<file path="src/rtl/lfis_pkg.sv">
`timescale 1ns / 1ps
// Shared types and constants for the LED fade instruction sequencer.
// No dependencies; imported by lfis_interp and the top level.
package lfis_pkg;

	localparam int QUEUE_DEPTH_DEF = 32;
	localparam int LEVEL_W = 8;
	localparam int TICK_W = 16;
	localparam int PROD_W = LEVEL_W + TICK_W;

	localparam logic OP_PUSH = 1'b0;
	localparam logic OP_TICK = 1'b1;

	typedef struct packed {
		logic [LEVEL_W-1:0] target;
		logic [TICK_W-1:0]  fade;
		logic [TICK_W-1:0]  hold;
	} entry_t;

	typedef struct packed {
		logic busy;
		logic done;
	} interp_stat_t;

	typedef enum logic [6:0] {
		S_IDLE = 7'b0000001,
		S_PUSH = 7'b0000010,
		S_READ = 7'b0000100,
		S_LOAD = 7'b0001000,
		S_STEP = 7'b0010000,
		S_WAIT = 7'b0100000,
		S_EMIT = 7'b1000000
	} state_t;

endpackage

</file>
<file path="src/rtl/lfis_interp.sv">
`timescale 1ns / 1ps
// Fade interpolation unit: one multiply, then an eight-step restoring divide.
// Depends on lfis_pkg.
module lfis_interp (
	input  logic                          clk,
	input  logic                          arst_n,
	input  logic                          start,
	input  logic [lfis_pkg::TICK_W-1:0]   fade_left,
	input  logic [lfis_pkg::TICK_W-1:0]   fade_total,
	input  logic [lfis_pkg::LEVEL_W-1:0]  prev_level,
	input  logic [lfis_pkg::LEVEL_W-1:0]  cur_target,
	output logic [lfis_pkg::LEVEL_W-1:0]  result,
	output lfis_pkg::interp_stat_t        stat
);
	import lfis_pkg::*;

	typedef enum logic [3:0] {
		P_IDLE = 4'b0001,
		P_MUL  = 4'b0010,
		P_DIV  = 4'b0100,
		P_FIN  = 4'b1000
	} phase_t;

	phase_t              phase_q;
	logic [2:0]          step_q;
	logic                done_q;
	logic                neg_q;
	logic [LEVEL_W-1:0]  mag_q;
	logic [LEVEL_W-1:0]  tgt_q;
	logic [TICK_W-1:0]   left_q;
	logic [TICK_W-1:0]   div_q;
	logic [TICK_W:0]     rem_q;
	logic [LEVEL_W-1:0]  num_q;
	logic [LEVEL_W-1:0]  quo_q;
	logic [LEVEL_W-1:0]  result_q;

	logic [LEVEL_W:0]    diff;
	logic [LEVEL_W:0]    diff_abs;
	logic [PROD_W-1:0]   prod;
	logic [TICK_W:0]     trial;
	logic [TICK_W:0]     trial_sub;
	logic                fits;

	assign diff      = {1'b0, prev_level} - {1'b0, cur_target};
	assign diff_abs  = diff[LEVEL_W] ? (~diff + 1'b1) : diff;
	assign prod      = PROD_W'(left_q) * PROD_W'(mag_q);
	assign trial     = {rem_q[TICK_W-1:0], num_q[LEVEL_W-1]};
	assign fits      = trial >= {1'b0, div_q};
	assign trial_sub = trial - {1'b0, div_q};

	always_ff @(posedge clk or negedge arst_n) begin
		if (!arst_n) begin
			phase_q <= P_IDLE;
			step_q  <= '0;
			done_q  <= 1'b0;
		end else begin
			done_q <= 1'b0;
			unique case (phase_q)
				P_IDLE: begin
					if (start) phase_q <= P_MUL;
				end
				P_MUL: begin
					step_q  <= '0;
					phase_q <= P_DIV;
				end
				P_DIV: begin
					step_q <= step_q + 3'd1;
					if (step_q == 3'd7) phase_q <= P_FIN;
				end
				P_FIN: begin
					done_q  <= 1'b1;
					phase_q <= P_IDLE;
				end
				default: phase_q <= P_IDLE;
			endcase
		end
	end

	always_ff @(posedge clk) begin
		unique case (phase_q)
			P_IDLE: begin
				if (start) begin
					neg_q  <= diff[LEVEL_W];
					mag_q  <= diff_abs[LEVEL_W-1:0];
					tgt_q  <= cur_target;
					left_q <= fade_left;
					div_q  <= fade_total;
				end
			end
			P_MUL: begin
				rem_q <= {1'b0, prod[PROD_W-1:LEVEL_W]};
				num_q <= prod[LEVEL_W-1:0];
				quo_q <= '0;
			end
			P_DIV: begin
				rem_q <= fits ? trial_sub : trial;
				num_q <= {num_q[LEVEL_W-2:0], 1'b0};
				quo_q <= {quo_q[LEVEL_W-2:0], fits};
			end
			P_FIN: begin
				result_q <= neg_q ? (tgt_q - quo_q) : (tgt_q + quo_q);
			end
			default: ;
		endcase
	end

	assign result = result_q;
	assign stat   = '{busy: (phase_q != P_IDLE), done: done_q};

endmodule

</file>
<file path="src/rtl/led_fade_instruction_sequencer.sv">
`timescale 1ns / 1ps
// A push goes through S_PUSH, S_EMIT; a loading tick through S_READ, S_LOAD, S_EMIT;
// a fading tick through S_STEP, S_WAIT (one multiply, eight divide steps in lfis_interp),
// S_EMIT; others S_EMIT. Commands stall until S_EMIT, held by res_stall, issues a result.
// Reset (arst_n low) empties the queue and clears engine and drive level; queue contents
// are not cleared.
// Depends on lfis_pkg and lfis_interp.
module led_fade_instruction_sequencer #(
	parameter int QUEUE_DEPTH = lfis_pkg::QUEUE_DEPTH_DEF
) (
	input  logic                          clk,
	input  logic                          arst_n,
	input  logic                          cmd_valid,
	output logic                          cmd_stall,
	input  logic                          operation,
	input  logic [lfis_pkg::LEVEL_W-1:0]  target_level,
	input  logic [lfis_pkg::TICK_W-1:0]   fade_ticks,
	input  logic [lfis_pkg::TICK_W-1:0]   hold_ticks,
	output logic                          res_valid,
	input  logic                          res_stall,
	output logic [lfis_pkg::LEVEL_W-1:0]  level,
	output logic                          level_written,
	output logic                          push_accepted,
	output logic                          engine_busy
);
	import lfis_pkg::*;

	localparam int PTR_W = (QUEUE_DEPTH > 1) ? $clog2(QUEUE_DEPTH) : 1;
	localparam int CNT_W = $clog2(QUEUE_DEPTH + 1);

	state_t              state_q;
	entry_t              mem [QUEUE_DEPTH];
	entry_t              rd_data_q;
	entry_t              in_q;
	logic [PTR_W-1:0]    rd_ptr_q;
	logic [PTR_W-1:0]    wr_ptr_q;
	logic [CNT_W-1:0]    cnt_q;
	logic                loaded_q;
	logic [LEVEL_W-1:0]  tgt_q;
	logic [TICK_W-1:0]   fade_left_q;
	logic [TICK_W-1:0]   fade_total_q;
	logic [TICK_W-1:0]   hold_left_q;
	logic [LEVEL_W-1:0]  prev_q;
	logic [LEVEL_W-1:0]  drive_q;
	logic                written_q;
	logic                accepted_q;
	logic                res_valid_q;
	logic [LEVEL_W-1:0]  level_q;
	logic                level_written_q;
	logic                push_accepted_q;
	logic                engine_busy_q;

	logic                cmd_xfer;
	logic                slot_free;
	logic                interp_start;
	logic [LEVEL_W-1:0]  interp_result;
	interp_stat_t        interp_st;

	assign cmd_stall    = state_q != S_IDLE;
	assign cmd_xfer     = cmd_valid && !cmd_stall;
	assign slot_free    = !res_valid_q || !res_stall;
	assign interp_start = state_q == S_STEP;

	lfis_interp u_interp (
		.clk        (clk),
		.arst_n     (arst_n),
		.start      (interp_start),
		.fade_left  (fade_left_q),
		.fade_total (fade_total_q),
		.prev_level (prev_q),
		.cur_target (tgt_q),
		.result     (interp_result),
		.stat       (interp_st)
	);

	always_ff @(posedge clk) begin
		if (state_q == S_PUSH && cnt_q != CNT_W'(QUEUE_DEPTH)) mem[wr_ptr_q] <= in_q;
		rd_data_q <= mem[rd_ptr_q];
		if (cmd_xfer) begin
			in_q.target <= target_level;
			in_q.fade   <= fade_ticks;
			in_q.hold   <= hold_ticks;
		end
	end

	always_ff @(posedge clk or negedge arst_n) begin
		if (!arst_n) begin
			state_q         <= S_IDLE;
			rd_ptr_q        <= '0;
			wr_ptr_q        <= '0;
			cnt_q           <= '0;
			loaded_q        <= 1'b0;
			tgt_q           <= '0;
			fade_left_q     <= '0;
			fade_total_q    <= '0;
			hold_left_q     <= '0;
			prev_q          <= '0;
			drive_q         <= '0;
			written_q       <= 1'b0;
			accepted_q      <= 1'b0;
			res_valid_q     <= 1'b0;
			level_q         <= '0;
			level_written_q <= 1'b0;
			push_accepted_q <= 1'b0;
			engine_busy_q   <= 1'b0;
		end else begin
			if (res_valid_q && !res_stall && state_q != S_EMIT) res_valid_q <= 1'b0;
			unique case (state_q)
				S_IDLE: begin
					if (cmd_xfer) begin
						written_q  <= 1'b0;
						accepted_q <= 1'b0;
						if (operation == OP_PUSH) begin
							state_q <= S_PUSH;
						end else if (!loaded_q) begin
							state_q <= (cnt_q != '0) ? S_READ : S_EMIT;
						end else if (fade_left_q != '0) begin
							fade_left_q <= fade_left_q - TICK_W'(1);
							state_q     <= S_STEP;
						end else if (hold_left_q != '0) begin
							hold_left_q <= hold_left_q - TICK_W'(1);
							state_q     <= S_EMIT;
						end else begin
							prev_q   <= tgt_q;
							loaded_q <= 1'b0;
							state_q  <= S_EMIT;
						end
					end
				end
				S_PUSH: begin
					if (cnt_q != CNT_W'(QUEUE_DEPTH)) begin
						wr_ptr_q   <= (wr_ptr_q == PTR_W'(QUEUE_DEPTH - 1)) ? '0
							: wr_ptr_q + PTR_W'(1);
						cnt_q      <= cnt_q + CNT_W'(1);
						accepted_q <= 1'b1;
					end
					state_q <= S_EMIT;
				end
				S_READ: begin
					state_q <= S_LOAD;
				end
				S_LOAD: begin
					tgt_q        <= rd_data_q.target;
					fade_left_q  <= rd_data_q.fade;
					fade_total_q <= rd_data_q.fade;
					hold_left_q  <= rd_data_q.hold;
					rd_ptr_q     <= (rd_ptr_q == PTR_W'(QUEUE_DEPTH - 1)) ? '0
						: rd_ptr_q + PTR_W'(1);
					cnt_q        <= cnt_q - CNT_W'(1);
					loaded_q     <= 1'b1;
					if (rd_data_q.fade <= TICK_W'(1)) begin
						drive_q   <= rd_data_q.target;
						written_q <= 1'b1;
					end
					state_q <= S_EMIT;
				end
				S_STEP: begin
					state_q <= S_WAIT;
				end
				S_WAIT: begin
					if (interp_st.done) begin
						drive_q   <= interp_result;
						written_q <= 1'b1;
						state_q   <= S_EMIT;
					end
				end
				S_EMIT: begin
					if (slot_free) begin
						res_valid_q     <= 1'b1;
						level_q         <= drive_q;
						level_written_q <= written_q;
						push_accepted_q <= accepted_q;
						engine_busy_q   <= loaded_q;
						state_q         <= S_IDLE;
					end
				end
				default: state_q <= S_IDLE;
			endcase
		end
	end

	assign res_valid     = res_valid_q;
	assign level         = level_q;
	assign level_written = level_written_q;
	assign push_accepted = push_accepted_q;
	assign engine_busy   = engine_busy_q;

`ifndef SYNTHESIS
	a_count_bound: assert property (@(posedge clk) disable iff (!arst_n)
		cnt_q <= CNT_W'(QUEUE_DEPTH))
		else $error("queue count beyond depth");
	a_fade_bound: assert property (@(posedge clk) disable iff (!arst_n)
		loaded_q |-> fade_left_q <= fade_total_q)
		else $error("fade count above fade total");
	a_done_in_wait: assert property (@(posedge clk) disable iff (!arst_n)
		interp_st.done |-> state_q == S_WAIT)
		else $error("interpolation finished outside wait");
	a_result_from_emit: assert property (@(posedge clk) disable iff (!arst_n)
		$rose(res_valid_q) |-> $past(state_q == S_EMIT))
		else $error("result raised outside emit");
	a_idle_unit: assert property (@(posedge clk) disable iff (!arst_n)
		state_q == S_IDLE |-> !interp_st.busy)
		else $error("interpolation busy while idle");
`endif

endmodule
</file>
<file path="config.mk">
export PLATFORM = sky130hd
export DESIGN_NAME = led_fade_instruction_sequencer
export DESIGN_NICKNAME = d
export VERILOG_FILES = /design/src/rtl/lfis_pkg.sv /design/src/rtl/lfis_interp.sv /design/src/rtl/led_fade_instruction_sequencer.sv
export SDC_FILE = /design/constraint.sdc
export NUM_CORES = 2
export LEC_CHECK = 0
export ABC_CLOCK_PERIOD_IN_PS = 6200
export BUFFER_PORTS_ARGS = -buffer_cell sky130_fd_sc_hd__buf_2
export CAP_MARGIN = 5
export CORE_AREA = 2 2 335 337
export CTS_BUF_LIST = sky130_fd_sc_hd__clkbuf_8
export DETAILED_ROUTE_END_ITERATION = 16
export DIE_AREA = 0 0 337 339
export GPL_ROUTABILITY_DRIVEN = 0
export PLACE_DENSITY = 0.78
export SLEW_MARGIN = 20
export SYNTH_ARGS = -nofsm -noshare
export SYNTH_HDL_FRONTEND = slang
export SYNTH_SLANG_ARGS = --single-unit
</file>
<file path="constraint.sdc">
create_clock -name clk -period 6.2 [get_ports clk]
set_input_delay 1.24 -clock clk [delete_from_list [all_inputs] [get_ports clk]]
set_output_delay 1.24 -clock clk [all_outputs]
set_load 0.01 [all_outputs]
</file>
* Word level (Yosys, flattened, before mapping)
Memory sizes are Yosys's and may differ from the RTL's. A register that Yosys moved wholly into a read port is not among the register bits.
Cells that the tools add are included.
** Cells by class
- Add/subtract/negate cells :: 12
- Multipliers :: 1
- Order comparisons :: 2
- Eq/ne operators :: 29
- Muxes and demuxes :: 54
- Bitwise gates (word level) :: 3
- Reduce and logical (&&, ||, !) cells :: 31
** Operator list (number)
- 16-bit 2-to-1 mux :: 10
- 16-bit case mux with 2 select lines :: 3
- 7-bit 2-to-1 mux :: 7
- 8-bit case mux with 2 select lines :: 3
- 7-bit case mux with 6 select lines :: 1
- 8-bit 2-to-1 mux :: 4
- 16-bit nonzero test :: 2
- 16-bit by 1-bit subtractor with 16-bit output, second input constant :: 2
- 16-bit by 8-bit multiplier with 24-bit output :: 1
- 2-bit inequality test, second input constant :: 9
- 17-bit by 16-bit >= comparator with 1-bit output :: 1
- 16-bit by 1-bit <= comparator with 1-bit output, second input constant :: 1
- 16-bit subtractor :: 1
- 1-bit 2-to-1 mux :: 15
- 4-bit case mux with 3 select lines :: 1
- 6-bit case mux with 2 select lines :: 1
- 3-bit AND reduction :: 4
- 6-bit AND reduction :: 2
- 5-bit by 1-bit adder with 5-bit output, second input constant :: 2
- 5-bit == test, second input constant :: 2
- 5-bit 2-to-1 mux :: 2
- 2-bit AND reduction :: 5
- 2-bit nonzero test :: 5
- 8-bit by 8-bit subtractor with 9-bit output :: 1
- 37 further kinds :: 47
** Storage, ports and cells
- Register bits :: 247
- RAM bits :: 1280
- Input port bits :: 45
- Output and inout port bits :: 13
- Word-level logic and storage cells :: 166
- Memories :: 1
** Memory list
- mem :: words 32, width 40, read ports 1, clocked after memory_dff 1, write ports 1, line led_fade_instruction_sequencer.sv:32 : entry_t mem [QUEUE_DEPTH];

* Longest topological paths before layout
- Word-level depth :: 7
- Mapped depth :: 19
- Gate-level depth less buffers :: 18

* By module
Synthesis repeated with hierarchy kept, for this count alone.
** Unflattened totals
- Cell total of the unflattened synthesis :: 3560
- Area total of the unflattened synthesis :: 65634.2 um^2
** Modules (own cells, without submodules)
- led_fade_instruction_sequencer :: times used 1, cells an instance 2639, area an instance 56319.0 um^2, sequential area each 43192.7 um^2
- lfis_interp :: times used 1, cells an instance 921, area an instance 9315.2 um^2, sequential area each 2874.0 um^2

* Least setup slack after synthesis
OpenSTA, ideal clock, no wires.
- Path kind :: flip-flop to flip-flop
- From :: register state_q[1]
- To :: register u_interp.div_q[0], enable pin
- Setup time :: 0.577 ns
- Arrival :: 5.922 ns
- Data required time :: 5.623 ns
- Path slack :: -0.299 ns
- Cell stages (with the launch flop) :: 5
- Buffers on the path :: 0
- Clock period less this slack :: 6.499 ns
- Path through :: dfrtp_1 > nor3_1 > nand2b_1 > or3_1 > nor4_1
** On the way
- Word-level cells in the longest chain between the ends :: 2
** Ends and longest elaborated chain
- start: declaration :: line led_fade_instruction_sequencer.sv:31 : state_t state_q;
- start signal: assignment :: line led_fade_instruction_sequencer.sv:116 : state_q <= (cnt_q != '0) ? S_READ : S_EMIT;
- 7-bit by 5-bit == test with 1-bit output :: line led_fade_instruction_sequencer.sv:62 : assign interp_start = state_q == S_STEP;
- 2-bit AND reduction (no line)
- end signal: assignment :: line lfis_interp.sv:87 : div_q <= fade_total;
- end: declaration :: line lfis_interp.sv:31 : logic [TICK_W-1:0] div_q;
No other way between the ends.
A chain may end at the register's enable or synchronous reset.

* Final worst setup path
- From :: register u_interp.mag_q[3]
- To :: register u_interp.rem_q[13], data pin
** On the way
- Word-level cells in the longest chain between the ends :: 2
** Ends and longest elaborated chain
- start: declaration :: line lfis_interp.sv:28 : logic [LEVEL_W-1:0] mag_q;
- start signal: assignment :: line lfis_interp.sv:84 : mag_q <= diff_abs[LEVEL_W-1:0];
- 16-bit by 8-bit multiplier with 24-bit output :: line lfis_interp.sv:46 : assign prod = PROD_W'(left_q) * PROD_W'(mag_q);
- 16-bit case mux with 2 select lines :: line lfis_interp.sv:80 : unique case (phase_q)
- end signal: assignment :: line lfis_interp.sv:91 : rem_q <= {1'b0, prod[PROD_W-1:LEVEL_W]};
- end signal: assignment :: line lfis_interp.sv:96 : rem_q <= fits ? trial_sub : trial;
- end: declaration :: line lfis_interp.sv:32 : logic [TICK_W:0] rem_q;
No other way between the ends.

==> out/qor.csv <==
stage,metric,value,unit
run_status,status,"finished, final reports clean",
critical_path,cp.required,6820,ps
timing,fin_crit_sh,0.879,
floorplanning,placementRows,122,
grt,grt_use_met2,0.412,
routing,drc,0,
timing,fin_setup_tns,0,ps
timing,fmax,183,MHz
power_and_ir_drop,seqPwrFrac,0.568,
grt,first_global_vias,33500,
critical_path,cp_max_fo,16,
cells_and_area,fin_cells,5301,
cells_and_area,synthToLayoutAreaGrowth,10.8,%
logic_synthesis,syn-num-nets,3633,
power_and_ir_drop,pwr-share-clk,0.352,
grt,gr-total-overflow,0,
timing,min_period,5450,ps
cts,cts_max_level,4,
floorplanning,die_height,339,um
cts,numCtsBuffers,231,
logic_synthesis,yosysUniqueCellTypes,73,
floorplanning,fp.coreArea,0.110,mm2
logic_synthesis,ys.flop_type,edfxtp_1,
logic_synthesis,yosys_warnings,0,
cts,cts_tree,built,
place,dp_hpwl,82500,um
cells_and_area,n_fill_cell,7080,
timing,relSlewSlack,0.241,
grt,grt_pass1_wl,214000,um
cts,hold_buffers,0,
cts,root_buffer,clkbuf_8,
grt,grtUsageTotal,0.256,
grt,grtUsageMet1,0.361,
grt,busiest_layer,met2,
floorplanning,fp.dieW,337,um
grt,grt_max_degree,108,
cells_and_area,nNetsFinal,3845,
logic_synthesis,synth_area,0.0649,mm2
power_and_ir_drop,leakage,24.5,nW
logic_synthesis,synth_area_per_cell,19.1,um2
timing,setup_viol,0,
cts,clk_latency,930,ps
cells_and_area,drive_above_1_share,0.249,
grt,antenna_found_initial,3,
timing,holdWs,368,ps
cts,cts_resized,0,
timing,report.final.slew_viol_count,0,
critical_path,arrival,6070,ps
cts,clockBufferDepth,3,
routing,routedWlPerCell,27.0,um
logic_synthesis,seq_area_frac_synth,0.710,
cells_and_area,fin_util,0.652,
logic_synthesis,synth_edf_count,1409,
floorplanning,dieArea,0.114,mm2
floorplanning,start_util,0.588,
run,timing.max_cap.violations,0,
routing,drtIter0Drc,3417,
cts,clkTransAtPathRegs,70,ps
logic_synthesis,async_reset_ff_frac,0.0753,
timing,fin_worst_skew,64.0,ps
power_and_ir_drop,p_sw,0.00564,W
routing,drt-total-wl,143000,um
cts,clock-sinks,1567,
logic_synthesis,synth_seq_cells,1567,
power_and_ir_drop,power_density,315,mW/mm2
floorplanning,io_pins,58,
timing,rsz0062_at_grt,no,
power_and_ir_drop,sw_frac_of_total,0.249,
routing,ant_nets,0,
routing,vias,32900,
timing,worstMarginPinSlew,1140,ps
power_and_ir_drop,p_int,0.0170,W
critical_path,cp-end-kind,register,
routing,drt_first_pass_iters,6,
power_and_ir_drop,peakVddDrop,282,uV
logic_synthesis,synth_cells,3408,
routing,routed_via_density,6.20,
hold_path,hold_class,primary input to async pin,
grt,grtUsageMet3,0.0475,
timing,hold_viol,0,
critical_path,critPathKind,register to register,
cts,post_cts_buffers,0,
power_and_ir_drop,comb_power_share,0.080,
place,dp.cells,4874,
place,io_buffers,57,
critical_path,start_kind,register,
==> cell families (layout without fill, tap and decap cells) <==
| family | after synthesis | in the layout | synth area share |
|---|---|---|---|
| and+or+nand+nor | 529 | 529 | 0.0405 |
| xor gates and xnor gates | 53 | 53 | 0.00715 |
| other | 0 | 1 | 0 |
| muxes | 480 | 480 | 0.152 |
| buffers and inverters | 301 | 705 | 0.0176 |
| DFF | 1567 | 1567 | 0.710 |
| adders and majority gates | 180 | 180 | 0.0449 |
| AOI/OAI and AO/OA | 298 | 298 | 0.0281 |
==> placed cells by master, fill, tap and decap left out, drive strengths merged, types with 7 or more instances in the layout <==
master | Yosys | layout
xnor2 | 34 | 34
edfxtp | 1409 | 1409
nor2b | 8 | 8
mux2i | 18 | 18
nand2 | 165 | 165
and2 | 113 | 113
nor3 | 38 | 38
nand2b | 14 | 14
inv | 157 | 249
mux2 | 62 | 62
dfxtp | 40 | 40
buf | 31 | 122
ha | 92 | 92
o22ai | 7 | 7
nand3 | 23 | 23
a22o | 10 | 10
xor2 | 19 | 19
dfrtp | 116 | 116
fa | 88 | 88
mux4 | 400 | 400
nor2 | 104 | 104
nor4 | 10 | 10
a21oi | 76 | 76
a211oi | 9 | 9
or3 | 13 | 13
clkinv | 1 | 73
and3 | 10 | 10
a31oi | 9 | 9
o21ai | 104 | 104
clkbuf | 112 | 252
a21o | 27 | 27
or2 | 9 | 9
==> metrics by stage <==
stage          total power [W]  worst slack (ps)  area [um2]
3_3_place_gp            0.0148               855       67400
2_1_floorplan           0.0141              1330       64900
5_1_grt                 0.0235               415       72000
6_report                0.0227               749       72000
4_1_cts                 0.0228               779       71900
3_5_place_dp            0.0149               784       67400
==> flip-flops by register name, summed over array words and instances, names as in the netlist, 16 cells and up <==
register / cells
hold_left_q: 16
fade_left_q: 16
u_interp.div_q: 16
u_interp.rem_q: 16
mem: 1280
rd_data_q: 40
in_q: 40
u_interp.left_q: 16
fade_total_q: 16
==> power by group through the flow <==
stage / clock, W / sequential (W) / combinational, W
after floorplan: 0 / 0.0128 / 0.00131
after global placement: 0 / 0.0130 / 0.00175
after detailed placement: 0 / 0.0131 / 0.00180
after CTS: 0.00811 / 0.0129 / 0.00181
after global routing: 0.00855 / 0.0130 / 0.00203
final: 0.00797 / 0.0129 / 0.00181
==> area by class of cell <==
| class | count | area (um2) | share of cell area |
|---|---|---|---|
| sequential | 1567 | 46100 | 0.640 |
| antenna | 1 | 2.50 | 0.0000348 |
| tap | 1488 | 1860 | 0.0259 |
| clock inverter | 173 | 1030 | 0.0144 |
| clock buffer | 252 | 3470 | 0.0482 |
| multi-input combinational | 1540 | 18000 | 0.250 |
| timing repair buffer | 122 | 907 | 0.0126 |
| inverter | 158 | 593 | 0.00824 |
==> synthesized netlist by cell type, types with 7 or more instances <==
master / number / area [um2]
a22o_1: 9 / 78.8
nand2_1: 164 / 616
o21ai_0: 101 / 505
a211oi_1: 9 / 67.6
clkbuf_1: 112 / 420
buf_1: 28 / 105
edfxtp_1: 1409 / 42300
o22ai_1: 7 / 43.8
mux2i_1: 18 / 180
and2_1: 113 / 707
nor4_1: 10 / 62.6
ha_1: 92 / 1150
fa_1: 88 / 1760
xor2_1: 19 / 166
a31oi_1: 9 / 56.3
nand2b_1: 14 / 87.6
nand3_1: 23 / 115
mux2_2: 62 / 698
a21o_1: 27 / 203
or2_2: 7 / 43.8
nor3_1: 37 / 185
a21oi_1: 76 / 380
dfxtp_1: 40 / 801
xnor2_1: 34 / 298
mux4_2: 400 / 9010
or3_1: 9 / 56.3
nor2b_1: 8 / 50.1
inv_1: 157 / 589
dfrtp_1: 116 / 2900
nor2_1: 104 / 390
and3_1: 10 / 62.6
==> path summary, 6_finish.rpt <==
check                                       start                 end  slack [ps]  cells after the start
worst min-delay path                       arst_n    fade_total_q[10]         370                      1
max in group asynchronous                  arst_n  u_interp.step_q[1]        4660                      2
min in group clk                  fade_total_q[4]   u_interp.div_q[4]         440                      0
worst max register to register  u_interp.mag_q[3]  u_interp.rem_q[13]         750                     17
worst max-delay path            u_interp.mag_q[3]  u_interp.rem_q[13]         750                     17
worst min register to register    fade_total_q[4]   u_interp.div_q[4]         440                      0
==> worst max-delay path, stage by stage (launching register included) <==
cell and delay, ps:
edfxtp_1 720, nand2_1 180, fa_1 530, fa_1 550, inv_1 50, fa_1 470, inv_1 50, fa_1 470
inv_1 40, ha_1 330, o21a_1 140, o31a_1 180, nor3_1 90, o31ai_1 580, a211oi_1 290, or3_1 390
nand3_1 90, a21oi_1 50
==> per-layer routing <==
metal,vias to the layer above,part of all wire,wire length (um)
met5,-,0.000091,13
met4,2,0.028,4010
met3,285,0.090,12800
met2,1636,0.50,70800
met1,17000,0.39,55200
li1,14000,-,-
Power figures use the tool's default switching activity.
